## src/rtl/lbc_pkg.sv

```systemverilog
// ----------------------------------------------------------------------------
// lbc_pkg - shared definitions of the lamp button controller
// Field widths, register indexes, reset values and the command and status
// bundles that pass between the controller and the datapath.
// ----------------------------------------------------------------------------
package lbc_pkg;

  // Default storage depth
  localparam int MAX_LAMPS_DEF = 16;

  // Field widths
  localparam int NOW_W      = 32;
  localparam int BTN_W      = 16;
  localparam int LIDX_W     = 4;
  localparam int STATE_W    = 16;
  localparam int COUNT_W    = 5;
  localparam int NOISE_W    = 10;
  localparam int STEP_W     = 16;
  localparam int CFG_IDX_W  = 2;
  localparam int CFG_DATA_W = 16;
  localparam int IN_DATA_W  = 56;
  localparam int OUT_DATA_W = 32;

  // Configuration register indexes
  localparam logic [CFG_IDX_W-1:0] REG_LAMP_COUNT = 2'd0;
  localparam logic [CFG_IDX_W-1:0] REG_NOISE_MS   = 2'd1;
  localparam logic [CFG_IDX_W-1:0] REG_STEP_MS    = 2'd2;

  // Register reset values
  localparam logic [COUNT_W-1:0] LAMP_COUNT_RST = 5'd12;
  localparam logic [NOISE_W-1:0] NOISE_MS_RST   = 10'd50;
  localparam logic [STEP_W-1:0]  STEP_MS_RST    = 16'd500;

  // Item kinds
  localparam logic KIND_SCAN   = 1'b0;
  localparam logic KIND_REMOTE = 1'b1;

  // Controller to datapath commands, at most one high per cycle
  typedef struct packed {
    logic capture;   // take the accepted transaction, apply a remote set
    logic load;      // edge handling of the current lamp
    logic search;    // one bit of the interval quotient
    logic finish;    // lamp cycle step of the current lamp, advance
    logic publish;   // load the output register
  } cmd_t;

  // Datapath to controller status
  typedef struct packed {
    logic walk_skip;    // incoming transaction walks no lamp
    logic pressed;      // current lamp's button is pressed
    logic search_last;  // last quotient bit in progress
    logic lamp_last;    // current lamp is the last one in use
    logic out_free;     // output register can take a result
  } sts_t;

endpackage

```

## src/rtl/lamp_button_controller.sv

```systemverilog
// ----------------------------------------------------------------------------
// lamp_button_controller - push-button lamp control for up to MAX_LAMPS lamps
// Short press toggles a lamp, a held button steps through the lamps, a remote
// item sets one lamp. One result per item: lamp states and a change mask.
// ----------------------------------------------------------------------------
//  channel  direction  handshake            payload
//  in_      input      in_tvalid/in_tready   tuser kind, tdata time/buttons/set
//  out_     output     out_tvalid/out_tready tdata lamp states, change mask
//  cfg_     input      cfg_we                cfg_index, cfg_wdata
//
//  Per item: capture, then for each lamp in use a load step, for a pressed
//  lamp a search over S = clog2(MAX_LAMPS + 2) quotient bits (5 at 16 lamps),
//  and a finish step, then the publish; a remote item skips the lamp walk.
//  Reset is synchronous and clears all lamps, buttons, timers and steps.
//  A new item is taken while the last result waits; the walk then holds in
//  its last step until the output register frees up.
// ----------------------------------------------------------------------------
module lamp_button_controller #(
  parameter int MAX_LAMPS = lbc_pkg::MAX_LAMPS_DEF
) (
  input  logic                            clk,
  input  logic                            rst_n,
  // cfg_wdata: register value, low bits used
  input  logic                            cfg_we,
  input  logic [lbc_pkg::CFG_IDX_W-1:0]   cfg_index,
  input  logic [lbc_pkg::CFG_DATA_W-1:0]  cfg_wdata,
  input  logic                            in_tvalid,
  output logic                            in_tready,
  // in_tdata: now_ms[31:0], buttons[47:32], lamp_index[51:48], lamp_value[52]
  input  logic [lbc_pkg::IN_DATA_W-1:0]   in_tdata,
  // in_tuser: kind[0]
  input  logic                            in_tuser,
  output logic                            out_tvalid,
  input  logic                            out_tready,
  // out_tdata: lamp_states[15:0], changed[31:16]
  output logic [lbc_pkg::OUT_DATA_W-1:0]  out_tdata
);

  lbc_pkg::cmd_t cmd;
  lbc_pkg::sts_t sts;

  logic [lbc_pkg::STATE_W-1:0] states;
  logic [lbc_pkg::STATE_W-1:0] changed;

  lbc_ctrl u_ctrl (
    .clk      (clk),
    .rst_n    (rst_n),
    .in_valid (in_tvalid),
    .sts      (sts),
    .cmd      (cmd),
    .in_ready (in_tready)
  );

  lbc_datapath #(
    .MAX_LAMPS (MAX_LAMPS)
  ) u_dp (
    .clk         (clk),
    .rst_n       (rst_n),
    .cfg_we      (cfg_we),
    .cfg_index   (cfg_index),
    .cfg_wdata   (cfg_wdata),
    .in_kind     (in_tuser),
    .in_now      (in_tdata[31:0]),
    .in_buttons  (in_tdata[47:32]),
    .in_index    (in_tdata[51:48]),
    .in_value    (in_tdata[52]),
    .out_ready   (out_tready),
    .cmd         (cmd),
    .sts         (sts),
    .out_valid   (out_tvalid),
    .out_states  (states),
    .out_changed (changed)
  );

  assign out_tdata = {changed, states};

endmodule

```

## src/rtl/lbc_ctrl.sv

```systemverilog
// ----------------------------------------------------------------------------
// lbc_ctrl - sequencer of the lamp button controller
// Walks the lamps in turn: edge handling, a quotient search for a pressed lamp
// and the lamp cycle step, then hands the result to the output register.
// ----------------------------------------------------------------------------
module lbc_ctrl (
  input  logic          clk,
  input  logic          rst_n,
  input  logic          in_valid,
  input  lbc_pkg::sts_t sts,
  output lbc_pkg::cmd_t cmd,
  output logic          in_ready
);

  localparam logic [2:0] S_IDLE   = 3'd0;
  localparam logic [2:0] S_LOAD   = 3'd1;
  localparam logic [2:0] S_SEARCH = 3'd2;
  localparam logic [2:0] S_FINISH = 3'd3;
  localparam logic [2:0] S_OUT    = 3'd4;

  logic [2:0] state_r;
  logic [2:0] state_nxt;

  assign in_ready = (state_r == S_IDLE);

  // Next state and commands
  always_comb begin
    state_nxt = state_r;
    cmd       = '0;
    unique case (state_r)
      S_IDLE: begin
        if (in_valid) begin
          cmd.capture = 1'b1;
          state_nxt   = sts.walk_skip ? S_OUT : S_LOAD;
        end
      end
      S_LOAD: begin
        cmd.load  = 1'b1;
        state_nxt = sts.pressed ? S_SEARCH : S_FINISH;
      end
      S_SEARCH: begin
        cmd.search = 1'b1;
        if (sts.search_last) begin
          state_nxt = S_FINISH;
        end
      end
      S_FINISH: begin
        cmd.finish = 1'b1;
        state_nxt  = sts.lamp_last ? S_OUT : S_LOAD;
      end
      S_OUT: begin
        if (sts.out_free) begin
          cmd.publish = 1'b1;
          state_nxt   = S_IDLE;
        end
      end
      default: begin
        state_nxt = S_IDLE;
      end
    endcase
  end

  // State register
  always_ff @(posedge clk) begin
    if (!rst_n) begin
      state_r <= S_IDLE;
    end else begin
      state_r <= state_nxt;
    end
  end

endmodule

```

## src/rtl/lbc_datapath.sv

```systemverilog
// ----------------------------------------------------------------------------
// lbc_datapath - lamp state, per-button timing and the interval search
// Holds the registers, the per-lamp press records and the output register.
// The held-button step count comes from a bit-serial quotient search that
// uses one small multiply and compare per cycle.
// ----------------------------------------------------------------------------
module lbc_datapath #(
  parameter int MAX_LAMPS = lbc_pkg::MAX_LAMPS_DEF
) (
  input  logic                             clk,
  input  logic                             rst_n,
  input  logic                             cfg_we,
  input  logic [lbc_pkg::CFG_IDX_W-1:0]    cfg_index,
  input  logic [lbc_pkg::CFG_DATA_W-1:0]   cfg_wdata,
  input  logic                             in_kind,
  input  logic [lbc_pkg::NOW_W-1:0]        in_now,
  input  logic [lbc_pkg::BTN_W-1:0]        in_buttons,
  input  logic [lbc_pkg::LIDX_W-1:0]       in_index,
  input  logic                             in_value,
  input  logic                             out_ready,
  input  lbc_pkg::cmd_t                    cmd,
  output lbc_pkg::sts_t                    sts,
  output logic                             out_valid,
  output logic [lbc_pkg::STATE_W-1:0]      out_states,
  output logic [lbc_pkg::STATE_W-1:0]      out_changed
);

  localparam int CNT_W = $clog2(MAX_LAMPS + 1);
  localparam int IDX_W = (MAX_LAMPS > 1) ? $clog2(MAX_LAMPS) : 1;
  localparam int SW    = $clog2(MAX_LAMPS + 2);
  localparam int BIT_W = $clog2(SW);
  localparam int CMP_W = 7;
  localparam int PW    = SW + lbc_pkg::STEP_W;
  localparam int NW    = lbc_pkg::NOW_W;
  localparam logic [MAX_LAMPS-1:0] ONE = MAX_LAMPS'(1);

  // Configuration
  logic [lbc_pkg::COUNT_W-1:0] lamp_count_r;
  logic [lbc_pkg::NOISE_W-1:0] noise_r;
  logic [lbc_pkg::STEP_W-1:0]  step_r;

  // Captured transaction
  logic                      kind_r;
  logic [NW-1:0]             now_r;
  logic [lbc_pkg::BTN_W-1:0] buttons_r;
  logic [MAX_LAMPS-1:0]      before_r;

  // Lamp and button records
  logic [MAX_LAMPS-1:0] lamp_r;
  logic [MAX_LAMPS-1:0] last_r;
  logic [NW-1:0]        ps_r [MAX_LAMPS];
  logic [MAX_LAMPS-1:0] csv_r;
  logic [CNT_W-1:0]     csval_r [MAX_LAMPS];

  // Walk and search
  logic [IDX_W-1:0] idx_r;
  logic             pressed_r;
  logic [NW-1:0]    elapsed_r;
  logic [SW-1:0]    acc_r;
  logic [BIT_W-1:0] bit_r;

  // Output register
  logic                        out_valid_r;
  logic [lbc_pkg::STATE_W-1:0] out_states_r;
  logic [lbc_pkg::STATE_W-1:0] out_changed_r;

  logic [CNT_W-1:0]            count_act;
  logic                        remote_hit;
  logic [MAX_LAMPS-1:0]        btn_vec;
  logic [lbc_pkg::STATE_W-1:0] lamp16;
  logic [lbc_pkg::STATE_W-1:0] before16;
  logic                        pressed_cur;
  logic [NW-1:0]               held;
  logic                        edge_cur;
  logic                        short_rel;
  logic [MAX_LAMPS-1:0]        onehot_i;
  logic [lbc_pkg::STEP_W-1:0]  div;
  logic [SW-1:0]               cand;
  logic [SW-1:0]               limit;
  logic [PW-1:0]               prod;
  logic                        fit;
  logic [CNT_W-1:0]            pos;
  logic                        differs;
  logic [MAX_LAMPS-1:0]        step_mask;

  // Lamps in use, clamped to the storage depth
  assign count_act = (CMP_W'(lamp_count_r) > CMP_W'(MAX_LAMPS)) ? CNT_W'(MAX_LAMPS)
                                                                 : CNT_W'(lamp_count_r);
  assign remote_hit = CMP_W'(in_index) < CMP_W'(count_act);

  // Map the button field onto the lamp records and the lamps onto the result
  for (genvar j = 0; j < MAX_LAMPS; j++) begin : g_btn
    if (j < lbc_pkg::BTN_W) begin : g_in
      assign btn_vec[j] = buttons_r[j];
    end else begin : g_zero
      assign btn_vec[j] = 1'b0;
    end
  end
  for (genvar j = 0; j < lbc_pkg::STATE_W; j++) begin : g_out
    if (j < MAX_LAMPS) begin : g_in
      assign lamp16[j]   = lamp_r[j];
      assign before16[j] = before_r[j];
    end else begin : g_zero
      assign lamp16[j]   = 1'b0;
      assign before16[j] = 1'b0;
    end
  end

  // Edge handling of the current lamp
  assign pressed_cur = btn_vec[idx_r];
  assign held        = now_r - ps_r[idx_r];
  assign edge_cur    = pressed_cur != last_r[idx_r];
  assign short_rel   = !pressed_cur && (held > NW'(noise_r)) && (held < NW'(step_r));
  assign onehot_i    = ONE << idx_r;

  // One quotient bit: keep it when cand is within limit and cand steps fit in the elapsed time
  assign div   = (step_r == '0) ? lbc_pkg::STEP_W'(1) : step_r;
  assign cand  = acc_r | (SW'(1) << bit_r);
  assign limit = SW'(count_act) + SW'(1);
  assign prod  = PW'(cand) * PW'(div);
  assign fit   = (cand <= limit) && (NW'(prod) <= elapsed_r);

  // Lamp cycle step: restore the previous pick, invert the new one
  assign pos     = CNT_W'(acc_r - SW'(1));
  assign differs = !csv_r[idx_r] || (csval_r[idx_r] != pos);
  always_comb begin
    step_mask = '0;
    if (csv_r[idx_r] && (csval_r[idx_r] < count_act)) begin
      step_mask = step_mask ^ (ONE << csval_r[idx_r]);
    end
    if (pos < count_act) begin
      step_mask = step_mask ^ (ONE << pos);
    end
  end

  // Status
  assign sts.walk_skip   = in_kind || (count_act == '0);
  assign sts.pressed     = pressed_cur;
  assign sts.search_last = (bit_r == '0);
  assign sts.lamp_last   = (CNT_W'(idx_r) + CNT_W'(1)) == count_act;
  assign sts.out_free    = !out_valid_r || out_ready;

  assign out_valid   = out_valid_r;
  assign out_states  = out_states_r;
  assign out_changed = out_changed_r;

  // Control and record registers
  always_ff @(posedge clk) begin
    if (!rst_n) begin
      lamp_count_r <= lbc_pkg::LAMP_COUNT_RST;
      noise_r      <= lbc_pkg::NOISE_MS_RST;
      step_r       <= lbc_pkg::STEP_MS_RST;
      lamp_r       <= '0;
      last_r       <= '0;
      csv_r        <= '0;
      out_valid_r  <= 1'b0;
      for (int k = 0; k < MAX_LAMPS; k++) begin
        ps_r[k] <= '0;
      end
    end else begin
      // Register writes
      if (cfg_we) begin
        unique case (cfg_index)
          lbc_pkg::REG_LAMP_COUNT: lamp_count_r <= cfg_wdata[lbc_pkg::COUNT_W-1:0];
          lbc_pkg::REG_NOISE_MS:   noise_r      <= cfg_wdata[lbc_pkg::NOISE_W-1:0];
          lbc_pkg::REG_STEP_MS:    step_r       <= cfg_wdata[lbc_pkg::STEP_W-1:0];
          default: begin
          end
        endcase
      end

      // Hold the result until the transaction completes
      if (cmd.publish) begin
        out_valid_r <= 1'b1;
      end else if (out_ready) begin
        out_valid_r <= 1'b0;
      end

      // Remote set of one lamp
      if (cmd.capture && in_kind && remote_hit) begin
        if (in_value) begin
          lamp_r <= lamp_r | (ONE << in_index);
        end else begin
          lamp_r <= lamp_r & ~(ONE << in_index);
        end
      end

      // Button edge: short-release toggle, restart the press timer
      if (cmd.load && edge_cur) begin
        last_r[idx_r] <= pressed_cur;
        ps_r[idx_r]   <= pressed_cur ? now_r : '0;
        if (short_rel) begin
          lamp_r <= lamp_r ^ onehot_i;
        end
      end

      // Held button: apply the step reached
      if (cmd.finish && pressed_r) begin
        if (acc_r == '0) begin
          csv_r[idx_r] <= 1'b0;
        end else if (differs) begin
          lamp_r       <= lamp_r ^ step_mask;
          csv_r[idx_r] <= 1'b1;
        end
      end
    end
  end

  // Payload registers
  always_ff @(posedge clk) begin
    if (cmd.capture) begin
      kind_r    <= in_kind;
      now_r     <= in_now;
      buttons_r <= in_buttons;
      before_r  <= lamp_r;
      idx_r     <= '0;
    end
    if (cmd.load) begin
      pressed_r <= pressed_cur;
      elapsed_r <= edge_cur ? '0 : held;
      acc_r     <= '0;
      bit_r     <= BIT_W'(SW - 1);
    end
    if (cmd.search) begin
      if (fit) begin
        acc_r <= cand;
      end
      bit_r <= bit_r - BIT_W'(1);
    end
    if (cmd.finish) begin
      if (pressed_r && (acc_r != '0) && differs) begin
        csval_r[idx_r] <= pos;
      end
      idx_r <= idx_r + IDX_W'(1);
    end
    if (cmd.publish) begin
      out_states_r  <= lamp16;
      // Remote items carry no lamp walk; kind only tags the capture
      out_changed_r <= (kind_r == lbc_pkg::KIND_REMOTE) ? (lamp16 ^ before16)
                                                         : (lamp16 ^ before16);
    end
  end

endmodule

```

## config.mk

```make
export PLATFORM = sky130hd
export DESIGN_NAME = lamp_button_controller
export DESIGN_NICKNAME = d
export VERILOG_FILES = /design/src/rtl/lbc_pkg.sv /design/src/rtl/lamp_button_controller.sv /design/src/rtl/lbc_ctrl.sv /design/src/rtl/lbc_datapath.sv
export SDC_FILE = /design/constraint.sdc
export NUM_CORES = 1
export LEC_CHECK = 0
export CAP_MARGIN = 20
export CORE_ASPECT_RATIO = 1.1
export CORE_MARGIN = 2
export CORE_UTILIZATION = 58
export CTS_BUF_LIST = sky130_fd_sc_hd__clkbuf_4
export CTS_CLUSTER_SIZE = 25
export DETAILED_ROUTE_END_ITERATION = 12
export DONT_BUFFER_PORTS = 1
export GPL_ROUTABILITY_DRIVEN = 1
export PLACE_DENSITY = 0.74
export SLEW_MARGIN = 20
export SYNTH_ARGS = -nofsm -noshare
export SYNTH_HDL_FRONTEND = slang
export SYNTH_SLANG_ARGS = --single-unit
```

## constraint.sdc

```tcl
create_clock -name clk -period 12.4 [get_ports clk]
set_clock_uncertainty 0.15 [all_clocks]
set_input_delay 3.72 -clock clk [delete_from_list [all_inputs] [get_ports clk]]
set_output_delay 3.72 -clock clk [all_outputs]
set_load 0.01 [all_outputs]
```

==> flow_summary.json <==
{
  "netlist_instances": 3150,
  "die_w_um": 259.1,
  "root_buffer": "clkbuf_4",
  "core_um2": 70580,
  "grt_max_degree": 61,
  "ioPinCount": 114,
  "drtIter0Drc": 2790,
  "highest_layer": "met5",
  "num_rows": 102,
  "final_util_pct": 64.10,
  "path_buf_inv": 5,
  "ff_latch_area_um2": 23720,
  "drc": 0,
  "yosysWarnings": 0,
  "cts.sinks": 820,
  "max_slew.worst_pin.slew_ps": 1077,
  "synth-edff-count": 728,
  "synth_seq_cells": 820,
  "async_reset_ff_share_pct": 0,
  "period_minus_slack_ps": 8307,
  "fmaxAchievable_mhz": 120.4,
  "vdd_drop_max_uv": 135.5,
  "status": "completed",
  "cp.depth": 26,
  "ys.flop_type": "edfxtp_1",
  "vias": 26635,
  "crit_type": "reg2reg",
  "critPathLaunchType": "flop",
  "routed_wl_um": 104900,
  "areaGrowthSynthToFinish_pct": 8.930,
  "n_fill_cell": 5192,
  "clk_pin_slew_ps": 70,
  "cts_tree": "done",
  "critPathMaxFanout": 36,
  "die_area_um2": 73760,
  "rsz0062_at_grt": "false",
  "avgRoutedWirePerCell_um": 24.33,
  "crit_required_ps": 13210,
  "grt_pass1_wl_um": 160700,
  "synth_top_area_cell": "edfxtp_1",
  "finalNetCount": 3492,
  "finalSetupViolCount": 0,
  "grt.total_usage_pct": 29.02,
  "critPathTopFamily": "simple AND/OR/NAND/NOR gates",
  "hold_viol": 0,
  "drt-vias-per-instance": 6.177,
  "rr_endpoint": "u_dp.lamp16[11]",
  "drive_gt1_share_pct": 18.69,
  "multiInputGateArea_um2": 16600,
  "slowest_delay_ps": 850,
  "fin_crit_sh_pct": 66.99,
  "arrival_ps": 9110,
  "netlist.area_leader.share_pct": 52.64,
  "grt_pass1_vias": 27780,
  "reg2regPathDepth": 26,
  "synth_fp_nets": 3413,
  "synth.top_cells.by_area": "edfxtp_1 53%, mux4_2 10%, and2_1 7.7%",
  "cts_hold_buffers": 0,
  "r2r_setup_slack_ps": 4090,
  "maxSlewViolCount": 0,
  "final_cell_mix": "728 x edfxtp_1, 511 x and2_1, 290 x clkbuf_4, 195 x inv_1, 191 x mux4_2",
  "critPathCapture": "u_dp.lamp16[11]",
  "syn-mean-instance-area_um2": 13.18,
  "slew_headroom_pct": 28.05,
  "synth_cell_types": 78,
  "ant_nets": 0,
  "p_per_area_nw_per_um2": 180.8,
  "post_cts_buffers": 0,
  "syn_area_um2": 41530,
  "tns_ps": 0,
  "critPathSlowestCell": "dfxtp_4",
  "dp_hpwl_um": 65740,
  "crit_path_end_kind": "flop",
  "layout_commonest_cell": "edfxtp_1",
  "m1WireLength_um": 38590,
  "htree_num_levels": 4,
  "numCtsBuffers": 202,
  "grt.overflow.total": 0,
  "first_pass_iters": 7,
  "cap_violations": 0,
  "wl_met3_um": 10220,
  "cts_buffer_depth": 3,
  "met2WireLength_um": 52590,
  "yosysSeqAreaShare_pct": 57.08,
  "io_buffers": 0,
  "clock_latency_ps": 1070,
  "post_cts_resized": 0,
  "hold_path_class": "reg2reg",
  "antenna_found_initial": 8,
  "leakage_nw": 17.11,
  "gp_congestion": 0.9370,
  "dieHeight_um": 284.6,
  "start_util_pct": 58.84
}
-- registers in the layout, summed over array words and instances, names as in the netlist, named ones only --
signal and count:
u_dp.ps_r 512, u_dp.bit_r 3, u_dp.lamp16 16, u_dp.last_r 16
u_dp.csval_r 80, u_dp.out_valid 1, u_dp.now_r 32, u_dp.elapsed_r 32
u_dp.before16 16, u_dp.noise_r 10, u_dp.out_changed 16, u_dp.pressed_r 1
u_dp.lamp_count_r 5, u_dp.out_states 16, u_dp.idx_r 4, u_ctrl.state_r 3
u_dp.step_r 16, u_dp.acc_r 5, u_dp.btn_vec 16
-- layout make-up --
type                            count  share of cell area, %
Sequential cell                   820                  52.43
Multi-Input combinational cell   1953                  36.70
Clock buffer                      290                  4.813
Tap cell                          936                  2.589
Inverter                          197                  1.635
Timing Repair Buffer               55                 0.9211
Clock inverter                     55                 0.8851
Antenna cell                        6                0.03319
-- worst min-delay path: cells and delay by family (launching register included) --
| family | cells | cell delay, ps |
|---|---|---|
| AOI/OAI and AO/OA | 1 | 50 |
| and+or+nand+nor | 1 | 50 |
| DFF | 1 | 310 |
-- per-layer routing --
metal,vias up,global-route usage [%]
met5,-,0
met4,2,11.99
met3,287,7.036
met2,1391,48.85
met1,13246,35.91
li1,11709,-
-- worst min-delay path by stage --
stage               startpoint              end  slack [ps]  cells after the start
2_1_floorplan  u_dp.noise_r[2]  u_dp.noise_r[2]         290                      2
3_3_place_gp   u_dp.noise_r[8]  u_dp.noise_r[8]         300                      2
3_5_place_dp   u_dp.noise_r[8]  u_dp.noise_r[8]         300                      2
4_1_cts        u_dp.noise_r[2]  u_dp.noise_r[2]         310                      2
5_1_grt        u_dp.noise_r[2]  u_dp.noise_r[2]         330                      2
6_report       u_dp.noise_r[2]  u_dp.noise_r[2]         310                      2
-- cell usage after synthesis (10+ instances only) --
| cell | instances |
|---|---|
| a211oi_1 | 12 |
| a21o_1 | 32 |
| a21oi_1 | 83 |
| a311oi_1 | 11 |
| a41o_1 | 12 |
| and2_1 | 512 |
| buf_1 | 18 |
| clkbuf_1 | 148 |
| dfxtp_1 | 92 |
| edfxtp_1 | 728 |
| fa_1 | 43 |
| ha_1 | 140 |
| inv_1 | 195 |
| mux2i_1 | 16 |
| mux4_2 | 191 |
| nand2_1 | 168 |
| nand2b_1 | 18 |
| nand3_1 | 27 |
| nand4_1 | 16 |
| nor2_1 | 202 |
| nor2b_1 | 28 |
| nor3_1 | 45 |
| nor4_1 | 12 |
| o211ai_1 | 17 |
| o21a_1 | 36 |
| o21ai_0 | 56 |
| o21ai_1 | 18 |
| o22ai_1 | 19 |
| or2_2 | 10 |
| or3_1 | 10 |
| xnor2_1 | 64 |
| xor2_1 | 40 |
-- power breakdown --
| group | leakage (nW) | total (mW) | switching, mW | internal, mW |
|---|---|---|---|---|
| Sequential | 8.05 | 3.39 | 0.147 | 3.24 |
| Clock | 1.53 | 2.26 | 1.10 | 1.16 |
| Combinational | 7.53 | 2.53 | 1.53 | 0.998 |
-- through the flow --
| stage | cells | instance area [µm²] | hold slack [ps] | power (mW) | worst slack (ps) |
|---|---|---|---|---|---|
| 2_1_floorplan | 3150 | 41530 | 286.3 | 5.230 | 5222 |
| 3_3_place_gp | 3961 | 42640 | 297.9 | 5.845 | 4392 |
| 3_5_place_dp | 3961 | 42640 | 300.2 | 5.947 | 4333 |
| 4_1_cts | 4306 | 45210 | 309.0 | 8.206 | 4296 |
| 5_1_grt | 4308 | 45230 | 331.8 | 8.638 | 3473 |
| 6_report | 4312 | 45240 | 310.1 | 8.179 | 4093 |
-- logic make-up (layout without fill, tap and decap cells) --
group	Yosys count	after routing	synth area share [%]
xor+xnor	104	104	2.193
other cells	0	6	0
mux	211	211	10.86
fa+ha+maj	183	183	6.291
simple gates	1089	1089	14.15
compound gates	366	366	5.921
buf+inv	377	597	3.513
flops	820	820	57.08
No activity file was read; power rests on OpenSTA's default activity.
